**src/design/tdu_pkg.sv**
```systemverilog
package tdu_pkg;

    localparam int unsigned QUEUE_DEPTH = 16;
    localparam int unsigned PTR_W       = (QUEUE_DEPTH > 1) ? $clog2(QUEUE_DEPTH) : 1;
    localparam int unsigned CNT_W       = $clog2(QUEUE_DEPTH + 1);
    localparam int unsigned LEVEL_W     = 5;
    localparam int unsigned BIT_IDX_W   = 4;
    localparam int unsigned DATA_BITS   = 8;
    localparam logic [7:0]  BIT_TICKS_RST = 8'd2;

    localparam int unsigned S_TDATA_W = 16;
    localparam int unsigned S_TUSER_W = 2;
    localparam int unsigned M_TDATA_W = 24;

    typedef enum logic [1:0] {
        ACT_TICK = 2'd0,
        ACT_PUSH = 2'd1,
        ACT_POP  = 2'd2
    } t_action;

    typedef enum logic [1:0] {
        RX_WAIT = 2'd0,
        RX_DATA = 2'd1,
        RX_STOP = 2'd2
    } t_rx_phase;

    typedef enum logic [1:0] {
        TX_IDLE = 2'd0,
        TX_DATA = 2'd1,
        TX_STOP = 2'd2,
        TX_END  = 2'd3
    } t_tx_phase;

    function automatic logic [PTR_W-1:0] next_ptr(input logic [PTR_W-1:0] ptr);
        if (ptr == PTR_W'(QUEUE_DEPTH - 1)) begin
            return '0;
        end
        return ptr + 1'b1;
    endfunction

endpackage

```
**src/design/tick_driven_uart_with_fifos.sv**
```systemverilog
// Channel  | Direction | Handshake           | Payload
// ---------+-----------+---------------------+-------------------------------------------
// s        | in        | i_s_tvalid/o_s_tready | tuser: action; tdata: rx_line, tx_byte
// m        | out       | o_m_tvalid/i_m_tready | tdata: tx_line, push_accepted, rx_byte,
//          |           |                     |        rx_valid, rx_level, tx_level
// cfg      | in        | i_cfg_valid/o_cfg_ready | bit_ticks
//
// One request per clock unless stalled: each accepted request updates the FIFO pointers,
// counters and line state in the same cycle; its result sits in the output register the
// cycle after. FIFO storage is two 16x8 synchronous RAMs, one registered read port each.
// Synchronous active-low reset clears pointers, counters and phases; the RAMs keep contents.
// A stalled result holds the input side only if the output register is still full.
module tick_driven_uart_with_fifos (
    input  logic                            i_clk,
    input  logic                            i_rst_n,
    // config write: bit_ticks
    input  logic                            i_cfg_valid,
    output logic                            o_cfg_ready,
    input  logic [7:0]                      i_cfg_data,
    // request: tuser = action[1:0]
    input  logic                            i_s_tvalid,
    output logic                            o_s_tready,
    input  logic [tdu_pkg::S_TUSER_W-1:0]   i_s_tuser,
    // request: tdata = rx_line[0], tx_byte[8:1], zero[15:9]
    input  logic [tdu_pkg::S_TDATA_W-1:0]   i_s_tdata,
    // result: tdata = tx_line[0], push_accepted[1], rx_byte[9:2], rx_valid[10],
    //         rx_level[15:11], tx_level[20:16], zero[23:21]
    output logic                            o_m_tvalid,
    input  logic                            i_m_tready,
    output logic [tdu_pkg::M_TDATA_W-1:0]   o_m_tdata
);
    import tdu_pkg::*;

    // configuration
    logic [7:0] r_bit_ticks;

    // FIFO storage and read data registers
    logic [7:0] r_rx_mem [QUEUE_DEPTH];
    logic [7:0] r_tx_mem [QUEUE_DEPTH];
    logic [7:0] r_rx_rdata;
    logic [7:0] r_tx_rdata;   // doubles as the transmit shift value

    // FIFO pointers
    logic [PTR_W-1:0] r_rx_head, n_rx_head, r_rx_tail, n_rx_tail;
    logic [PTR_W-1:0] r_tx_head, n_tx_head, r_tx_tail, n_tx_tail;
    logic [CNT_W-1:0] r_rx_count, n_rx_count, r_tx_count, n_tx_count;

    // receiver
    t_rx_phase              r_rx_phase, n_rx_phase;
    logic [7:0]             r_rx_shift, n_rx_shift;
    logic [BIT_IDX_W-1:0]   r_rx_idx, n_rx_idx;
    logic [7:0]             r_rx_ticks, n_rx_ticks;

    // transmitter
    t_tx_phase              r_tx_phase, n_tx_phase;
    logic [BIT_IDX_W-1:0]   r_tx_idx, n_tx_idx;
    logic [7:0]             r_tx_ticks, n_tx_ticks;
    logic                   r_line_out, n_line_out;

    // result register
    logic r_out_valid;
    logic r_out_acc, n_out_acc;
    logic r_out_rxv, n_out_rxv;

    // memory strobes
    logic rx_wr, tx_wr, rx_rd, tx_rd;

    logic       accept;
    t_action    action;
    logic       rx_line;
    logic [7:0] tx_byte;
    logic [7:0] rx_dec, tx_dec;
    logic [BIT_IDX_W-1:0] rx_idx_inc, tx_idx_inc;

    assign o_cfg_ready = 1'b1;
    assign o_s_tready  = !r_out_valid || i_m_tready;
    assign accept      = i_s_tvalid && o_s_tready;

    assign action  = t_action'(i_s_tuser);
    assign rx_line = i_s_tdata[0];
    assign tx_byte = i_s_tdata[8:1];

    assign rx_dec     = r_rx_ticks - 8'd1;
    assign tx_dec     = r_tx_ticks - 8'd1;
    assign rx_idx_inc = r_rx_idx + 1'b1;
    assign tx_idx_inc = r_tx_idx + 1'b1;

    always_comb begin
        n_rx_head  = r_rx_head;
        n_rx_tail  = r_rx_tail;
        n_rx_count = r_rx_count;
        n_tx_head  = r_tx_head;
        n_tx_tail  = r_tx_tail;
        n_tx_count = r_tx_count;
        n_rx_phase = r_rx_phase;
        n_rx_shift = r_rx_shift;
        n_rx_idx   = r_rx_idx;
        n_rx_ticks = r_rx_ticks;
        n_tx_phase = r_tx_phase;
        n_tx_idx   = r_tx_idx;
        n_tx_ticks = r_tx_ticks;
        n_line_out = r_line_out;
        n_out_acc  = 1'b0;
        n_out_rxv  = 1'b0;
        rx_wr      = 1'b0;
        tx_wr      = 1'b0;
        rx_rd      = 1'b0;
        tx_rd      = 1'b0;

        unique case (action)
            ACT_TICK: begin
                // receive half of the tick
                unique case (r_rx_phase)
                    RX_WAIT: begin
                        if (!rx_line) begin
                            n_rx_shift = '0;
                            n_rx_idx   = '0;
                            n_rx_ticks = r_bit_ticks;
                            n_rx_phase = RX_DATA;
                        end
                    end
                    RX_DATA: begin
                        n_rx_ticks = rx_dec;
                        if (rx_dec == 8'd0) begin
                            if (rx_line) begin
                                n_rx_shift = r_rx_shift | (8'd1 << r_rx_idx[2:0]);
                            end
                            n_rx_idx   = rx_idx_inc;
                            n_rx_ticks = r_bit_ticks;
                            if (rx_idx_inc >= BIT_IDX_W'(DATA_BITS)) begin
                                n_rx_phase = RX_STOP;
                            end
                        end
                    end
                    default: begin
                        // stop bit: queue only a high stop with room left
                        n_rx_ticks = rx_dec;
                        if (rx_dec == 8'd0) begin
                            if (rx_line && (r_rx_count < CNT_W'(QUEUE_DEPTH))) begin
                                rx_wr      = 1'b1;
                                n_rx_tail  = next_ptr(r_rx_tail);
                                n_rx_count = r_rx_count + 1'b1;
                            end
                            n_rx_phase = RX_WAIT;
                        end
                    end
                endcase

                // transmit half of the tick
                if (r_tx_phase == TX_IDLE) begin
                    if (r_tx_count != '0) begin
                        // fetch the byte; it lands in r_tx_rdata for the data bits
                        tx_rd      = 1'b1;
                        n_tx_head  = next_ptr(r_tx_head);
                        n_tx_count = r_tx_count - 1'b1;
                        n_tx_idx   = '0;
                        n_tx_ticks = r_bit_ticks;
                        n_line_out = 1'b0;
                        n_tx_phase = TX_DATA;
                    end
                end else begin
                    n_tx_ticks = tx_dec;
                    if (tx_dec == 8'd0) begin
                        n_tx_ticks = r_bit_ticks;
                        unique case (r_tx_phase)
                            TX_DATA: begin
                                n_line_out = r_tx_rdata[r_tx_idx[2:0]];
                                n_tx_idx   = tx_idx_inc;
                                if (tx_idx_inc >= BIT_IDX_W'(DATA_BITS)) begin
                                    n_tx_phase = TX_STOP;
                                end
                            end
                            TX_STOP: begin
                                n_line_out = 1'b1;
                                n_tx_phase = TX_END;
                            end
                            default: begin
                                n_tx_phase = TX_IDLE;
                            end
                        endcase
                    end
                end
            end
            ACT_PUSH: begin
                if (r_tx_count < CNT_W'(QUEUE_DEPTH)) begin
                    tx_wr      = 1'b1;
                    n_tx_tail  = next_ptr(r_tx_tail);
                    n_tx_count = r_tx_count + 1'b1;
                    n_out_acc  = 1'b1;
                end
            end
            ACT_POP: begin
                if (r_rx_count != '0) begin
                    rx_rd      = 1'b1;
                    n_rx_head  = next_ptr(r_rx_head);
                    n_rx_count = r_rx_count - 1'b1;
                    n_out_rxv  = 1'b1;
                end
            end
            default: begin
                // unused code: report levels and line only
            end
        endcase
    end

    // control and state registers
    always_ff @(posedge i_clk) begin
        if (!i_rst_n) begin
            r_bit_ticks <= BIT_TICKS_RST;
            r_rx_head   <= '0;
            r_rx_tail   <= '0;
            r_rx_count  <= '0;
            r_tx_head   <= '0;
            r_tx_tail   <= '0;
            r_tx_count  <= '0;
            r_rx_phase  <= RX_WAIT;
            r_rx_shift  <= '0;
            r_rx_idx    <= '0;
            r_rx_ticks  <= '0;
            r_tx_phase  <= TX_IDLE;
            r_tx_idx    <= '0;
            r_tx_ticks  <= '0;
            r_line_out  <= 1'b1;
            r_out_valid <= 1'b0;
            r_out_acc   <= 1'b0;
            r_out_rxv   <= 1'b0;
        end else begin
            if (i_cfg_valid) begin
                r_bit_ticks <= i_cfg_data;
            end
            if (accept) begin
                r_rx_head  <= n_rx_head;
                r_rx_tail  <= n_rx_tail;
                r_rx_count <= n_rx_count;
                r_tx_head  <= n_tx_head;
                r_tx_tail  <= n_tx_tail;
                r_tx_count <= n_tx_count;
                r_rx_phase <= n_rx_phase;
                r_rx_shift <= n_rx_shift;
                r_rx_idx   <= n_rx_idx;
                r_rx_ticks <= n_rx_ticks;
                r_tx_phase <= n_tx_phase;
                r_tx_idx   <= n_tx_idx;
                r_tx_ticks <= n_tx_ticks;
                r_line_out <= n_line_out;
                r_out_acc  <= n_out_acc;
                r_out_rxv  <= n_out_rxv;
            end
            if (accept) begin
                r_out_valid <= 1'b1;
            end else if (i_m_tready) begin
                r_out_valid <= 1'b0;
            end
        end
    end

    // receive FIFO RAM: write on a good stop bit, read on pop
    always_ff @(posedge i_clk) begin
        if (accept && rx_wr) begin
            r_rx_mem[r_rx_tail] <= r_rx_shift;
        end
        if (accept && rx_rd) begin
            r_rx_rdata <= r_rx_mem[r_rx_head];
        end
    end

    // transmit FIFO RAM: write on push, read when a frame starts
    always_ff @(posedge i_clk) begin
        if (accept && tx_wr) begin
            r_tx_mem[r_tx_tail] <= tx_byte;
        end
        if (accept && tx_rd) begin
            r_tx_rdata <= r_tx_mem[r_tx_head];
        end
    end

    // the state registers change only on accept, so they carry the latest result
    assign o_m_tvalid = r_out_valid;
    assign o_m_tdata  = {
        3'b000,
        LEVEL_W'(r_tx_count),
        LEVEL_W'(r_rx_count),
        r_out_rxv,
        r_out_rxv ? r_rx_rdata : 8'd0,
        r_out_acc,
        r_line_out
    };

endmodule
```
**config.mk**
```make
export PLATFORM = sky130hd
export DESIGN_NAME = tick_driven_uart_with_fifos
export DESIGN_NICKNAME = d
export VERILOG_FILES = /design/src/design/tdu_pkg.sv /design/src/design/tick_driven_uart_with_fifos.sv
export SDC_FILE = /design/constraint.sdc
export NUM_CORES = 1
export LEC_CHECK = 0
export BUFFER_PORTS_ARGS = -buffer_cell sky130_fd_sc_hd__clkbuf_2
export CAP_MARGIN = 25
export CORE_ASPECT_RATIO = 1.4
export CORE_UTILIZATION = 66
export CTS_CLUSTER_DIAMETER = 100
export DETAILED_ROUTE_END_ITERATION = 6
export PLACE_DENSITY = 0.84
export SLEW_MARGIN = 0
export SYNTH_ARGS = -nofsm -noshare
export SYNTH_HDL_FRONTEND = slang
export SYNTH_SLANG_ARGS = --single-unit
```
**constraint.sdc**
```tcl
create_clock -name i_clk -period 6.05 [get_ports i_clk]
set_clock_uncertainty 0.05 [all_clocks]
set_input_delay 0.9075 -clock i_clk [delete_from_list [all_inputs] [get_ports i_clk]]
set_output_delay 0.9075 -clock i_clk [all_outputs]
set_load 0.01 [all_outputs]
```
Word level (Yosys, flattened, before mapping). Memories as Yosys holds them, arrays and structs flattened. A register that Yosys moved wholly into a read port is not among the register bits. Index checks and enable logic that the tools add are counted.

Bits in registers: 74. Latch bits: 0. Bits in writable memories: 256. Bits in read-only memories: 0. Input bits: 31. Output and inout bits: 27. Logic and storage cells: 183. Memories: 2.

Add/subtract/negate cells: 12. Multiply operators: 0. Divide/modulo/power cells: 0. Magnitude comparators: 5. Equal/unequal tests: 22. Shift operators: 1. Muxes and demuxes: 83. Bitwise gates (word level): 2. Reduce and logical (&&, ||, !) cells: 38.

Memories: r_rx_mem (words 16, bits a word 8, read ports 1, clocked after memory_dff 1, write ports 1, line tick_driven_uart_with_fifos.sv:38) `logic [7:0] r_rx_mem [QUEUE_DEPTH];`; r_tx_mem (words 16, bits a word 8, read ports 1, clocked after memory_dff 1, write ports 1, line tick_driven_uart_with_fifos.sv:39) `logic [7:0] r_tx_mem [QUEUE_DEPTH];`.

Operators by type and width (number): $mux W8 (9); $mux W4 (14); $mux W1 (36); $mux W5 (7); $pmux W8 S2 (2); $reduce_and A5 Y1 (6); $add A4 B1 Y4 const B (6); $ne A2 B2 Y1 const B (11); $pmux W5 S2 (2); $reduce_and A6 Y1 (3); $eq A4 B4 Y1 const B (4); $logic_not A8 Y1 (2); $mux W2 (8); $sub A8 B1 Y8 const B (2); $reduce_bool A2 Y1 (7); $reduce_and A3 Y1 (4); $add A5 B1 Y5 const B (2); $lt A5 B5 Y1 const B (2); $reduce_bool A5 Y1 (2); $sub A5 B1 Y5 const B (2); $ge A4 B4 Y1 const B (2); $or A8 B8 Y8 (1); $pmux W2 S2 (2); $pmux W4 S2 (1); 16 further kinds (26).

Longest topological paths before layout. Gate-level depths: netlist (run 1).

Depth after elaboration: 9. Gate-level depth with buffers: 9. Depth with buffers taken out: 9.

Worst setup path after synthesis (run 1). Ideal clock, no wire load.

Kind: flip-flop to flip-flop. From: register r_rx_ticks[0]. To: memory r_rx_mem[3][0], enable pin. Setup time: 0.383 ns. Arrival: 2.637 ns. Required time: 5.617 ns. Slack: 2.980 ns. Stages on the path, launching flop included: 9. Path buffers: 1. Clock period less this slack: 3.070 ns. Cells stage by stage: dfxtp_1 > inv_1 > ha_1 > or2_4 > o32ai_4 > nand3_2 > or4_1 > buf_2 > nor3_1.

Cells in the longest elaborated chain, start to end: 8.

Ends and longest elaborated chain: from (decl) (line tick_driven_uart_with_fifos.sv:52) `logic [7:0] r_rx_ticks, n_rx_ticks;`; from (signal assigned) (line tick_driven_uart_with_fifos.sv:241) `r_rx_ticks <= n_rx_ticks;`; $sub A8 B1 Y8 (line tick_driven_uart_with_fifos.sv:83) `assign rx_dec = r_rx_ticks - 8'd1;`; $logic_not A8 Y1 (line tick_driven_uart_with_fifos.sv:138) `if (rx_dec == 8'd0) begin`; $mux W1 (line tick_driven_uart_with_fifos.sv:138); $mux W1 (line tick_driven_uart_with_fifos.sv:113) `unique case (r_rx_phase)`; $mux W1 (line tick_driven_uart_with_fifos.sv:110) `unique case (action)`; $logic_and A1 B1 Y1 (line tick_driven_uart_with_fifos.sv:259) `if (accept && rx_wr) begin`; $mux W1 (line tick_driven_uart_with_fifos.sv:259); $mux W1 (not written as such) (line tick_driven_uart_with_fifos.sv:260) `r_rx_mem[r_rx_tail] <= r_rx_shift;`; to (decl) (line tick_driven_uart_with_fifos.sv:38).

Every way passes these cells.

Worst setup path after layout (run 1).
From: register r_rx_ticks[0]. To: memory r_rx_mem[12][0], enable pin.

Same word-level chain as after synthesis.

==> results of run 1 <==
-- cell families after synthesis --
group / share of synthesized area, %
simple gates: 7.82
fa+ha+maj: 3.00
compound gates: 6.27
other cells: 0.0511
buf+inv: 2.40
xor+xnor: 0.953
flops: 65.7
mux: 13.9
-- metrics by stage --
stage / utilization (%) / cells / setup WS (ps) / area, µm²
3_3_place_gp: 69.4 / 1248 / 2350 / 15200
2_1_floorplan: - / 945 / 2980 / 14700
4_1_cts: 74.0 / 1307 / 2510 / 16200
6_report: 74.0 / 1308 / 2520 / 16200
3_5_place_dp: 69.4 / 1250 / 2520 / 15200
5_1_grt: 74.0 / 1308 / 2240 / 16200
-- power by group through the flow --
stage / Combinational [W] / Sequential (W) / Clock [W]
floorplan: 0.000150 / 0.00263 / 0
CTS: 0.000208 / 0.00259 / 0.00193
global route: 0.000230 / 0.00259 / 0.00202
global placement: 0.000197 / 0.00264 / 0
detailed placement: 0.000205 / 0.00264 / 0
finish: 0.000209 / 0.00259 / 0.00190
-- Yosys cell counts (10+ instances only) --
cell type	count	area, µm²
a21oi_1	42	210
and2_1	12	75.1
clkbuf_1	30	113
dfxtp_1	74	1480
edfxtp_1	272	8170
ha_1	32	400
inv_1	31	116
mux2i_1	19	190
mux4_2	82	1850
nand2_1	47	176
nand2b_1	11	68.8
nand3_1	22	110
nor2_1	71	267
nor3_1	21	105
o21ai_0	23	115
xnor2_1	10	87.6
-- final cells by class --
class | count | area (µm²) | share of cell area (%)
clock inverters | 19 | 168 | 1.04
multi-input cells | 515 | 4700 | 29.1
flip-flops and latches | 346 | 9650 | 59.7
well taps | 297 | 372 | 2.30
inverters | 32 | 120 | 0.742
clock buffers | 38 | 822 | 5.08
repair buffers | 61 | 343 | 2.12
-- layer usage --
metal	routed length [µm]	up-vias	global-route usage [%]
li1	-	3746	-
met1	11100	4144	32.6
met5	0	-	0
met3	1310	76	3.03
met2	16100	300	50.2
met4	1040	0	10.1
-- path summary, 6_finish.rpt --
kind         cells past startpoint  slack (ps)                         to
max                              8        2520  r_rx_mem[12][0]$_DFFE_PP_
min                              2         420     r_out_acc$_SDFFE_PN0P_
max reg2reg                      8        2520  r_rx_mem[12][0]$_DFFE_PP_
min reg2reg                      2         420     r_out_acc$_SDFFE_PN0P_
-- state kept, by name, summed over array words and instances (netlist names), 5 cells and up --
signal	count
r_bit_ticks	8
r_rx_count	5
r_tx_count	5
r_tx_rdata	8
r_rx_mem	128
r_tx_mem	128
r_tx_ticks	8
r_rx_rdata	8
r_rx_ticks	8
r_rx_shift	8
-- layout by cell type (no fill, tap or decap), types with 4 or more instances in the layout --
master / instances
edfxtp_1: 272
mux4_2: 82
dfxtp_1: 72
nor2_1: 71
nand2_1: 47
clkbuf_2: 46
a21oi_1: 42
ha_1: 32
inv_1: 31
clkbuf_16: 31
o21ai_0: 23
nand3_1: 22
nor3_1: 21
mux2i_1: 19
buf_4: 15
and2_1: 12
nand2b_1: 11
xnor2_1: 10
clkinv_1: 10
a22o_1: 8
a31oi_1: 7
a21o_1: 6
xor2_1: 6
or3_1: 5
clkbuf_1: 5
o21a_1: 4
or4_1: 4
nor3_2: 4
or2_2: 4
a211oi_1: 4
conb_1: 4
clkinv_2: 4
-- critical path, cell delays in order (launching register included) --
cell and delay, ps:
dfxtp_1 450, inv_1 90, ha_1 260, nor4b_1 170, xnor2_1 360, nand3_2 230, nor3_2 550, nand2_1 280
nor2_1 710
==> metrics.md, run 1 <==
| Metric | Value |
|---|---|
| Starting density of the core | `67.2%` |
| Chip Height | `179 µm` |
| Gr usage total | `27.1%` |
| Routed len/inst | `22.6 µm` |
| First-pass GRT wire length | `45600 µm` |
| Combinational share of power | `4.5%` |
| Final hold slack | `416 ps` |
| Slew Viols, Final | `0` |
| Worst R2R Start | `r_rx_ticks[0]$_SDFFE_PN0P_` |
| DR vias | `8266` |
| Total CTS buffers | `31` |
| CTS sink cnt | `346` |
| Filler cells | `1287` |
| Switching Share | `20.5%` |
| Syn Std Cell Area | `14700 µm²` |
| Post-synthesis register bit count | `346` |
| Final wirelength | `29500 µm` |
| Worst Tran Pin Value | `893 ps` |
| Final setup fails | `0` |
| Pin count of the biggest net entering global routing | `37` |
| Nets@finish | `1052` |
| Leakage | `5.60 nW` |
| Post-CTS Resized | `0` |
| Worst hold path type | `reg -> reg` |
| Avg Inst Size Synth | `15.6 µm²` |
| Total grt overflow | `0` |
| Ports | `58` |
| FMAX | `0.283 GHz` |
| Clock Power Share | `40.5%` |
| Number of detailed-route iterations in the first pass | `5` |
| Clock tree root driver cell | `clkbuf_16` |
| Yosys cell types | `74` |
| CTS hold repair buffers | `0` |
| CTS Buffer Depth | `3` |
| Startpoint Class | `flop` |
| Sequential power share | `55.0%` |
| Hold Crit Start | `r_out_acc$_SDFFE_PN0P_` |
| Core region area | `21900 µm²` |
| HPWL Detailed | `19200 µm` |
| WP data arrival | `3660 ps` |
| Fin. Hold Viols | `0` |
| Drt initial violations | `716` |
| # Max-Cap Violations | `0` |
| TritonCTS clock tree | `done` |
| Most used DFF post-synth | `edfxtp_1` |
| Fin crit share | `58.4%` |
| Initial antenna violation count | `0` |
| CP Launch Point | `r_rx_ticks[0]$_SDFFE_PN0P_` |
| Setup Crit Path Kind | `reg -> reg` |
| Power per cell area | `290 nW/µm²` |
| Number of global-route vias before repair | `8180` |
| Final ANT Viol Nets | `0` |
| Peak supply drop | `293 µV` |
| # Post-CTS Setup Buffers | `0` |
| Ys Warns | `0` |
| P_sw | `0.000966 W` |
| Clk_lat worst skew | `560 ps` |
| Overall power | `0.00470 W` |
| Seq/Total Area, Yosys | `65.7%` |
| Post-route minimum period | `3530 ps` |
| Crit path max fanout | `8` |
| Routability cong. | `0.886` |
| Int Power | `0.00373 W` |
| Via/cell ratio | `6.32` |
| Crit end category | `flop` |
| Status | `finished clean` |
| Critical path required time | `6180 ps` |
| EDFF count, synth | `272` |
| Synth async-reset ratio | `0%` |
| Reg clk slew, reported paths | `70 ps` |
| Max H-tree Level | `1` |
| RSZ-0062 raised after global routing | `false` |
| Die area | `22900 µm²` |
| Setup Total Neg Slack | `0 ps` |
| Fraction of final layout cells sized beyond drive strength 1 | `20.7%` |
| Core Rows | `64` |
| Inserted Diodes | `0` |
| Port Buffers | `46` |
| Synth-to-layout area growth | `10.1%` |
| DIE WIDTH | `128 µm` |
| Synth Instances | `943` |
| DR DRC count | `0` |
| Worst relative slew slack | `40.3%` |
No activity file was read; power rests on OpenSTA's default activity.
==> inputs of run 2 (changes only) <==
--- a/config.mk
+++ b/config.mk
@@ -5,13 +5,14 @@
 export SDC_FILE = /design/constraint.sdc
 export NUM_CORES = 1
 export LEC_CHECK = 0
+export ABC_AREA = 1
 export BUFFER_PORTS_ARGS = -buffer_cell sky130_fd_sc_hd__clkbuf_2
 export CAP_MARGIN = 25
 export CORE_ASPECT_RATIO = 1.4
-export CORE_UTILIZATION = 66
+export CORE_UTILIZATION = 62
 export CTS_CLUSTER_DIAMETER = 100
 export DETAILED_ROUTE_END_ITERATION = 6
-export PLACE_DENSITY = 0.84
+export PLACE_DENSITY = 0.8
 export SLEW_MARGIN = 0
 export SYNTH_ARGS = -nofsm -noshare
 export SYNTH_HDL_FRONTEND = slang
==> constraint.sdc (replaced) <==
create_clock -name i_clk -period 3.35 [get_ports i_clk]
set_clock_uncertainty 0.05 [all_clocks]
set_input_delay 0.5025 -clock i_clk [delete_from_list [all_inputs] [get_ports i_clk]]
set_output_delay 0.5025 -clock i_clk [all_outputs]
set_load 0.01 [all_outputs]
==> metrics.md, run 2 <==
| Metric | Value |
|---|---|
| Status | `finished clean (unchanged)` |
| Setup Total Neg Slack | `0 ps (unchanged)` |
| CTS sink cnt | `346 (unchanged)` |
| Core region area | `23900 µm² (was 21900 µm²)` |
| Number of global-route vias before repair | `9687 (was 8180)` |
| EDFF count, synth | `272 (unchanged)` |
| Fin. Hold Viols | `0 (unchanged)` |
| Total grt overflow | `0 (unchanged)` |
| Placed cell areas | `15500 µm² (was 15200 µm²)` |
| Clock tree root driver cell | `clkbuf_16 (unchanged)` |
| Final setup margin | `444 ps (was 2520 ps)` |
| Setup Crit Path Kind | `reg -> reg (unchanged)` |
| Int Power | `0.00709 W (was 0.00373 W)` |
| Ports | `58 (unchanged)` |
| Peak supply drop | `594 µV (was 293 µV)` |
| Gr usage total | `26.3% (was 27.1%)` |
| Commonest non-fill, non-tap cell in the layout | `edfxtp_1 (unchanged)` |
| P_sw | `0.00189 W (was 0.000966 W)` |
| Crit path max fanout | `8 (unchanged)` |
| Startpoint Class | `flop (unchanged)` |
| Core Rows | `67 (was 64)` |
| Synth Instances | `1381 (was 943)` |
| Crit end category | `flop (unchanged)` |
| Slew Viols, Final | `0 (unchanged)` |
| Final hold slack | `129 ps (was 416 ps)` |
| Register-to-Register Path Depth | `14 (was 8)` |
| CTS hold repair buffers | `0 (unchanged)` |
| Max H-tree Level | `1 (unchanged)` |
| Reg2Reg Setup Slack | `440 ps (was 2520 ps)` |
| Port Buffers | `46 (unchanged)` |
| Top cells by area, synth | `edfxtp_1, dfxtp_1, nor2_1, nand2_1, o21ai_0 (was edfxtp_1, mux4_2, dfxtp_1, ha_1, nor2_1)` |
| Biggest regs | `r_rx_mem: 128 flops, r_tx_mem: 128 flops (unchanged)` |
| Post-synthesis register bit count | `346 (unchanged)` |
| DR DRC count | `0 (unchanged)` |
| Post-synthesis compound-gate area fraction | `11.4% (was 6.27%)` |
| DIE WIDTH | `134 µm (was 128 µm)` |
| Worst relative slew slack | `45.8% (was 40.3%)` |
| CP Launch Point | `r_rx_ticks[0]$_SDFFE_PN0P_ (unchanged)` |
| # Max-Cap Violations | `0 (unchanged)` |
| Combinational share of power | `5.1% (was 4.5%)` |
| DR vias | `10400 (was 8266)` |
| RSZ-0062 raised after global routing | `false (unchanged)` |
| Final wirelength | `32200 µm (was 29500 µm)` |
| Total CTS buffers | `31 (unchanged)` |
| WP data arrival | `3040 ps (was 3660 ps)` |
| Synth-to-layout area growth | `10.6% (was 10.1%)` |
| Synth async-reset ratio | `0% (unchanged)` |
| HPWL Detailed | `20800 µm (was 19200 µm)` |
| Routability cong. | `0.940 (was 0.886)` |
| Final ANT Viol Nets | `0 (unchanged)` |
| Worst Tran Pin Value | `810 ps (was 893 ps)` |
| Worst Setup EP | `r_rx_mem[3][4]$_DFFE_PP_ (was r_rx_mem[12][0]$_DFFE_PP_)` |
| Fraction of final layout cells sized beyond drive strength 1 | `11.3% (was 20.7%)` |
| Syn Std Cell Area | `15000 µm² (was 14700 µm²)` |
| Worst R2R Start | `r_rx_ticks[0]$_SDFFE_PN0P_ (unchanged)` |
| Switching Share | `21.1% (was 20.5%)` |
| Ys Warns | `0 (unchanged)` |
| Drt initial violations | `941 (was 716)` |
| Top-area cell type share of the netlist area | `54.3% (was 55.6%)` |
| Count leader, synth | `edfxtp_1 (unchanged)` |
| FF-to-FF End | `r_rx_mem[3][4]$_DFFE_PP_ (was r_rx_mem[12][0]$_DFFE_PP_)` |
| Routed len/inst | `18.4 µm (was 22.6 µm)` |
| Filler cells | `1659 (was 1287)` |
| Clock Power Share | `42.8% (was 40.5%)` |
| Pre-CTS setup slack | `464 ps (was 2520 ps)` |
| Via/cell ratio | `5.93 (was 6.32)` |
| Post-route minimum period | `2910 ps (was 3530 ps)` |
| Fin area | `16600 µm² (was 16200 µm²)` |
| Initial antenna violation count | `1 (was 0)` |
| Pin count of the biggest net entering global routing | `68 (was 37)` |
| Post-CTS Resized | `0 (unchanged)` |
| TritonCTS clock tree | `done (unchanged)` |
| CTS Buffer Depth | `3 (unchanged)` |
| Xor/xnor cell area share of the yosys netlist | `0.990% (was 0.954%)` |
| Worst hold path type | `in -> reg (was reg -> reg)` |
| Seq/Total Area, Yosys | `64.2% (was 65.7%)` |
| Sequential power share | `52.2% (was 55.0%)` |
| Most used DFF post-synth | `edfxtp_1 (unchanged)` |
| Starting density of the core | `62.9% (was 67.2%)` |
| Clk_lat worst skew | `570 ps (was 560 ps)` |
| Hold Crit Start | `i_cfg_data[3] (was r_out_acc$_SDFFE_PN0P_)` |
| Leakage | `5.92 nW (was 5.60 nW)` |
| # Post-CTS Setup Buffers | `0 (unchanged)` |
| First-pass GRT wire length | `50300 µm (was 45600 µm)` |
| Nets@finish | `1481 (was 1052)` |
| FMAX | `0.344 GHz (was 0.283 GHz)` |
| Final setup fails | `0 (unchanged)` |
| Mux share of post-synthesis cell area | `1.46% (was 13.9%)` |
| Area leader, netlist | `edfxtp_1 (unchanged)` |
| Number of detailed-route iterations in the first pass | `5 (unchanged)` |
| Die area | `24900 µm² (was 22900 µm²)` |
| Chip Height | `186 µm (was 179 µm)` |
| Power per cell area | `540 nW/µm² (was 290 nW/µm²)` |
| Post-synthesis simple-gate area fraction | `14.4% (was 7.82%)` |
| Post-Synth Adder-Cell Area | `2.93% (was 3.00%)` |
| Synth top cells by count | `edfxtp_1, nor2_1, nand2_1, o21ai_0, inv_1 (was edfxtp_1, mux4_2, dfxtp_1, nor2_1, nand2_1)` |
| Most frequent cells in the layout | `edfxtp_1, nor2_1, nand2_1 (was edfxtp_1, mux4_2, dfxtp_1)` |
| Main combinational cell family by area after synthesis | `simple AND/OR/NAND/NOR gates (was multiplexers)` |
| Yosys cell types | `46 (was 74)` |
| Overall power | `0.00898 W (was 0.00470 W)` |
| Critical path required time | `3480 ps (was 6180 ps)` |
| Reg clk slew, reported paths | `70 ps (about the same)` |
| Fin crit share | `86.7% (was 58.4%)` |
| Avg Inst Size Synth | `10.9 µm² (was 15.6 µm²)` |
[run 2: cell types whose count changed in the layout (fill, tap and decap cells not counted), sizes merged, moves of 10 or more]
cell | previous run | this run
nand4 | 3 | 14
a21oi | 43 | 70
o221ai | 1 | 22
nand3 | 23 | 62
nand2 | 47 | 170
o21ai | 25 | 118
o32ai | 1 | 42
mux4 | 82 | 0
nor2 | 72 | 254
inv | 32 | 101
nand2b | 11 | 0
nor3 | 25 | 6
and2 | 12 | 2
[run 2: final cells by class]
type                    instances  area [µm²]  area share [%]
repair buffers                 64         365            2.20
diodes                          1        2.50          0.0150
clock inverters                21         303            1.82
multi-input cells             869        4710            28.3
well taps                     310         388            2.33
inverters                     104         395            2.38
clock buffers                  37         820            4.93
flip-flops and latches        346        9650            58.0
[run 2: worst max-delay path, stage by stage (launching register included)]
cell and delay [ps]:
dfxtp_1 340, inv_1 170, ha_1 240, nand2_1 90, nor2_1 170, nand2_1 80
nand2_1 80, nand2_2 80, nor2_4 150, inv_2 60, nor2_4 160, nand3_4 120
clkinv_4 100, nand3_2 90, nor2_1 550
[run 2: per-layer routing]
| layer | vias to the layer above | global-route usage, % | share of wire, % |
|---|---|---|---|
| li1 | 4960 | - | - |
| met1 | 4909 | 31.7 | 38 |
| met2 | 438 | 47.5 | 52 |
| met3 | 89 | 3.06 | 5.8 |
| met4 | 0 | 11.7 | 4.1 |
| met5 | - | 0 | 0 |
[run 2: cell families after synthesis]
kind of cell / Yosys count
AOI/OAI and AO/OA: 278
xor gates and xnor gates: 17
adders and majority gates: 34
buffers and inverters: 168
DFF: 346
muxes: 22
other: 2
and+or+nand+nor: 514
[run 2: metrics by stage]
step / cells / util, %
after detailed placement: 1693 / 64.9
after floorplan: 1383 / -
after CTS: 1751 / 69.6
after global routing: 1752 / 69.6
final: 1752 / 69.6
after global placement: 1693 / 64.9
[run 2: worst min path at each step]
stage,to,depth (start not counted),slack [ps]
floorplan,r_tx_ticks[2]$_SDFFE_PN0P_,2,390
global placement,r_tx_ticks[2]$_SDFFE_PN0P_,2,410
detailed placement,r_out_acc$_SDFFE_PN0P_,2,410
CTS,r_bit_ticks[3]$_SDFFE_PN0P_,3,110
global route,r_bit_ticks[3]$_SDFFE_PN0P_,3,140
finish,r_bit_ticks[3]$_SDFFE_PN0P_,3,130
[run 2: power by group through the flow]
stage          registers [W]  clock network [W]  logic [W]
2_1_floorplan        0.00476                  0   0.000325
3_3_place_gp         0.00478                  0   0.000431
3_5_place_dp         0.00478                  0   0.000444
4_1_cts              0.00468            0.00388   0.000450
5_1_grt              0.00469            0.00405   0.000506
6_report             0.00469            0.00384   0.000454
==> inputs of run 3 (changes only) <==
--- a/config.mk
+++ b/config.mk
@@ -13,6 +13,7 @@
 export CTS_CLUSTER_DIAMETER = 100
 export DETAILED_ROUTE_END_ITERATION = 6
 export PLACE_DENSITY = 0.8
+export RECOVER_POWER = 100
 export SLEW_MARGIN = 0
 export SYNTH_ARGS = -nofsm -noshare
 export SYNTH_HDL_FRONTEND = slang
==> constraint.sdc (replaced) <==
create_clock -name i_clk -period 3.1 [get_ports i_clk]
set_clock_uncertainty 0.05 [all_clocks]
set_input_delay 0.465 -clock i_clk [delete_from_list [all_inputs] [get_ports i_clk]]
set_output_delay 0.465 -clock i_clk [all_outputs]
set_load 0.01 [all_outputs]
==> metrics.md, run 3 (synthesis gave the netlist of run 2 again) <==
| Metric | Value |
|---|---|
| Status | `finished with violations (was finished clean)` |
| Failing checks | `max-capacitance violations, max-slew violations` |
| Largest delay contributor family on the critical path | `simple AND/OR/NAND/NOR gates (unchanged)` |
| Area occupied by multi-input gates | `4670 µm² (was 4710 µm²)` |
| Gr usage total | `26.0% (was 26.3%)` |
| Most frequent cells in the layout | `edfxtp_1, nor2_1, nand2_1 (unchanged)` |
| Clock tree root driver cell | `clkbuf_16 (unchanged)` |
| Power per cell area | `566 nW/µm² (was 540 nW/µm²)` |
| Setup Total Neg Slack | `0 ps (unchanged)` |
| Filler cells | `1736 (was 1659)` |
| WHS Endpoint | `r_bit_ticks[0]$_SDFFE_PN0P_ (was r_bit_ticks[3]$_SDFFE_PN0P_)` |
| Worst hold path type | `in -> reg (unchanged)` |
| CTS Buffer Depth | `3 (unchanged)` |
| Nets@finish | `1503 (was 1481)` |
| WP data arrival | `2920 ps (was 3040 ps)` |
| Hold path cells | `3 (unchanged)` |
| Hold Crit Start | `i_cfg_data[0] (was i_cfg_data[3])` |
| Peak supply drop | `533 µV (was 594 µV)` |
| Synth-to-layout area growth | `9.89% (was 10.6%)` |
| Inserted Diodes | `0 (was 1)` |
| Post-CTS Resized | `0 (unchanged)` |
| Clk_lat worst skew | `560 ps (was 570 ps)` |
| Worst path cell trace | `inv_1 -> ha_1 -> nand2_1 -> nor2_1 -> nand2_1 -> nand2_1 -> nand2_1 -> nor2_1 -> inv_2 -> nor2_4 -> nand4_1 -> nor2_1 -> clkbuf_2 (was inv_1 -> ha_1 -> nand2_1 -> nor2_1 -> nand2_1 -> nand2_1 -> nand2_2 -> nor2_4 -> inv_2 -> nor2_4 -> nand3_4 -> clkinv_4 -> nand3_2 -> nor2_1)` |
| # Max-Cap Violations | `1 (was 0)` |
| TritonCTS clock tree | `done (unchanged)` |
| Initial antenna violation count | `0 (was 1)` |
| Fin cells | `1773 (was 1752)` |
| Reg2Reg Setup Slack | `360 ps (was 440 ps)` |
| Final setup margin | `364 ps (was 444 ps)` |
| Crit end category | `flop (unchanged)` |
| Chip Height | `186 µm (unchanged)` |
| Placed instance count | `1715 (was 1693)` |
| Fin crit share | `88.3% (was 86.7%)` |
| Die area | `24900 µm² (unchanged)` |
| Drt initial violations | `939 (was 941)` |
| DR DRC count | `0 (unchanged)` |
| Slew Viols, Final | `47 (was 0)` |
| # Post-CTS Setup Buffers | `0 (unchanged)` |
| CTS hold repair buffers | `0 (unchanged)` |
| Port Buffers | `46 (unchanged)` |
| FF-to-FF End | `r_rx_mem[7][3]$_DFFE_PP_ (was r_rx_mem[3][4]$_DFFE_PP_)` |
| Worst relative slew slack | `-25.3% (was 45.8%)` |
| Worst R2R Start | `r_rx_ticks[0]$_SDFFE_PN0P_ (unchanged)` |
| Pre-CTS setup slack | `535 ps (was 464 ps)` |
| Fraction of final layout cells sized beyond drive strength 1 | `7.86% (was 11.3%)` |
| Pin count of the biggest net entering global routing | `68 (unchanged)` |
| Setup Crit Path Kind | `reg -> reg (unchanged)` |
| Final ANT Viol Nets | `0 (unchanged)` |
| Final wirelength | `32000 µm (was 32200 µm)` |
| Total grt overflow | `0 (unchanged)` |
| Crit path max fanout | `8 (unchanged)` |
| RSZ-0062 raised after global routing | `false (unchanged)` |
| Routed len/inst | `18.1 µm (was 18.4 µm)` |
| HPWL Detailed | `20800 µm (about the same)` |
| Via/cell ratio | `5.90 (was 5.93)` |
| Post-route minimum period | `2740 ps (was 2910 ps)` |
| Core Rows | `67 (unchanged)` |
| Buf+Inv Stages, Crit Path | `3 (unchanged)` |
| Starting density of the core | `62.9% (unchanged)` |
| Most used cell, CP | `nand2_1 (unchanged)` |
| DR vias | `10500 (was 10400)` |
| Crit-path max cell delay | `340 ps (was 550 ps)` |
| Critical path required time | `3290 ps (was 3480 ps)` |
| Final setup fails | `0 (unchanged)` |
| Overall power | `0.00935 W (was 0.00898 W)` |
| Total CTS buffers | `31 (unchanged)` |
| Max H-tree Level | `1 (unchanged)` |
| Leakage | `5.80 nW (was 5.92 nW)` |
| Worst Tran Pin Value | `1880 ps (was 810 ps)` |
| Ports | `58 (unchanged)` |
| Register-to-Register Path Depth | `13 (was 14)` |
| FMAX | `0.366 GHz (was 0.344 GHz)` |
| Number of global-route vias before repair | `9971 (was 9687)` |
| Startpoint Class | `flop (unchanged)` |
| First-pass GRT wire length | `50200 µm (was 50300 µm)` |
| Number of detailed-route iterations in the first pass | `7 (was 5)` |
| Reg clk slew, reported paths | `60 ps (was 70 ps)` |
| Commonest non-fill, non-tap cell in the layout | `edfxtp_1 (unchanged)` |
| Core region area | `23900 µm² (unchanged)` |
| Reg area | `9650 µm² (about the same)` |
| Fin. Hold Viols | `0 (unchanged)` |
| Routability cong. | `0.899 (was 0.940)` |
| Crit path max-delay cell type | `dfxtp_1 (was nor2_1)` |
| CTS sink cnt | `346 (unchanged)` |
| DIE WIDTH | `134 µm (unchanged)` |
| Biggest regs | `r_rx_mem: 128 flops, r_tx_mem: 128 flops (unchanged)` |
==> run 3: tightest hold or removal path, delay by kind of cell <==
family / cells / cell delay [ps]
and+or+nand+nor: 2 / 120
buffers and inverters: 1 / 80
==> run 3: through the flow <==
step           hold slack, ps  utilization [%]  area (µm²)
3_3_place_gp              408             65.6       15700
5_1_grt                  93.1             69.2       16500
4_1_cts                  70.0             69.9       16700
2_1_floorplan             388                -       15000
6_report                 84.6             69.2       16500
3_5_place_dp              412             65.6       15700
==> run 3: layout make-up <==
type,count,area share (%)
Sequential cell,346,58.4
Multi-Input combinational cell,869,28.3
Clock buffer,44,5.23
Timing Repair Buffer,86,2.39
Inverter,104,2.39
Tap cell,310,2.35
Clock inverter,14,0.946
==> run 3: per-layer routing <==
| metal | wire [µm] | global-route usage (%) |
|---|---|---|
| met5 | 0 | 0 |
| met4 | 1540 | 13.9 |
| met3 | 1930 | 2.90 |
| met2 | 16700 | 47.4 |
| met1 | 11900 | 30.0 |
==> run 3: how the worst max path moves through the flow <==
stage / start / to / depth (start not counted)
2_1_floorplan: r_rx_ticks[0]$_SDFFE_PN0P_ / r_rx_mem[11][0]$_DFFE_PP_ / 14
3_3_place_gp: r_rx_ticks[0]$_SDFFE_PN0P_ / r_rx_mem[11][5]$_DFFE_PP_ / 15
3_5_place_dp: r_rx_ticks[0]$_SDFFE_PN0P_ / r_rx_mem[4][1]$_DFFE_PP_ / 15
4_1_cts: r_rx_ticks[0]$_SDFFE_PN0P_ / r_rx_mem[11][2]$_DFFE_PP_ / 15
5_1_grt: r_rx_ticks[0]$_SDFFE_PN0P_ / r_rx_mem[7][1]$_DFFE_PP_ / 13
6_report: r_rx_ticks[0]$_SDFFE_PN0P_ / r_rx_mem[7][3]$_DFFE_PP_ / 13
==> run 3: power by group <==
| group | leakage, nW | internal, W | switching [W] |
|---|---|---|---|
| logic | 2.21 | 0.000156 | 0.000322 |
| clock network | 0.500 | 0.00219 | 0.00161 |
| registers | 3.08 | 0.00501 | 0.0000475 |
| total | 5.80 | 0.00736 | 0.00198 |
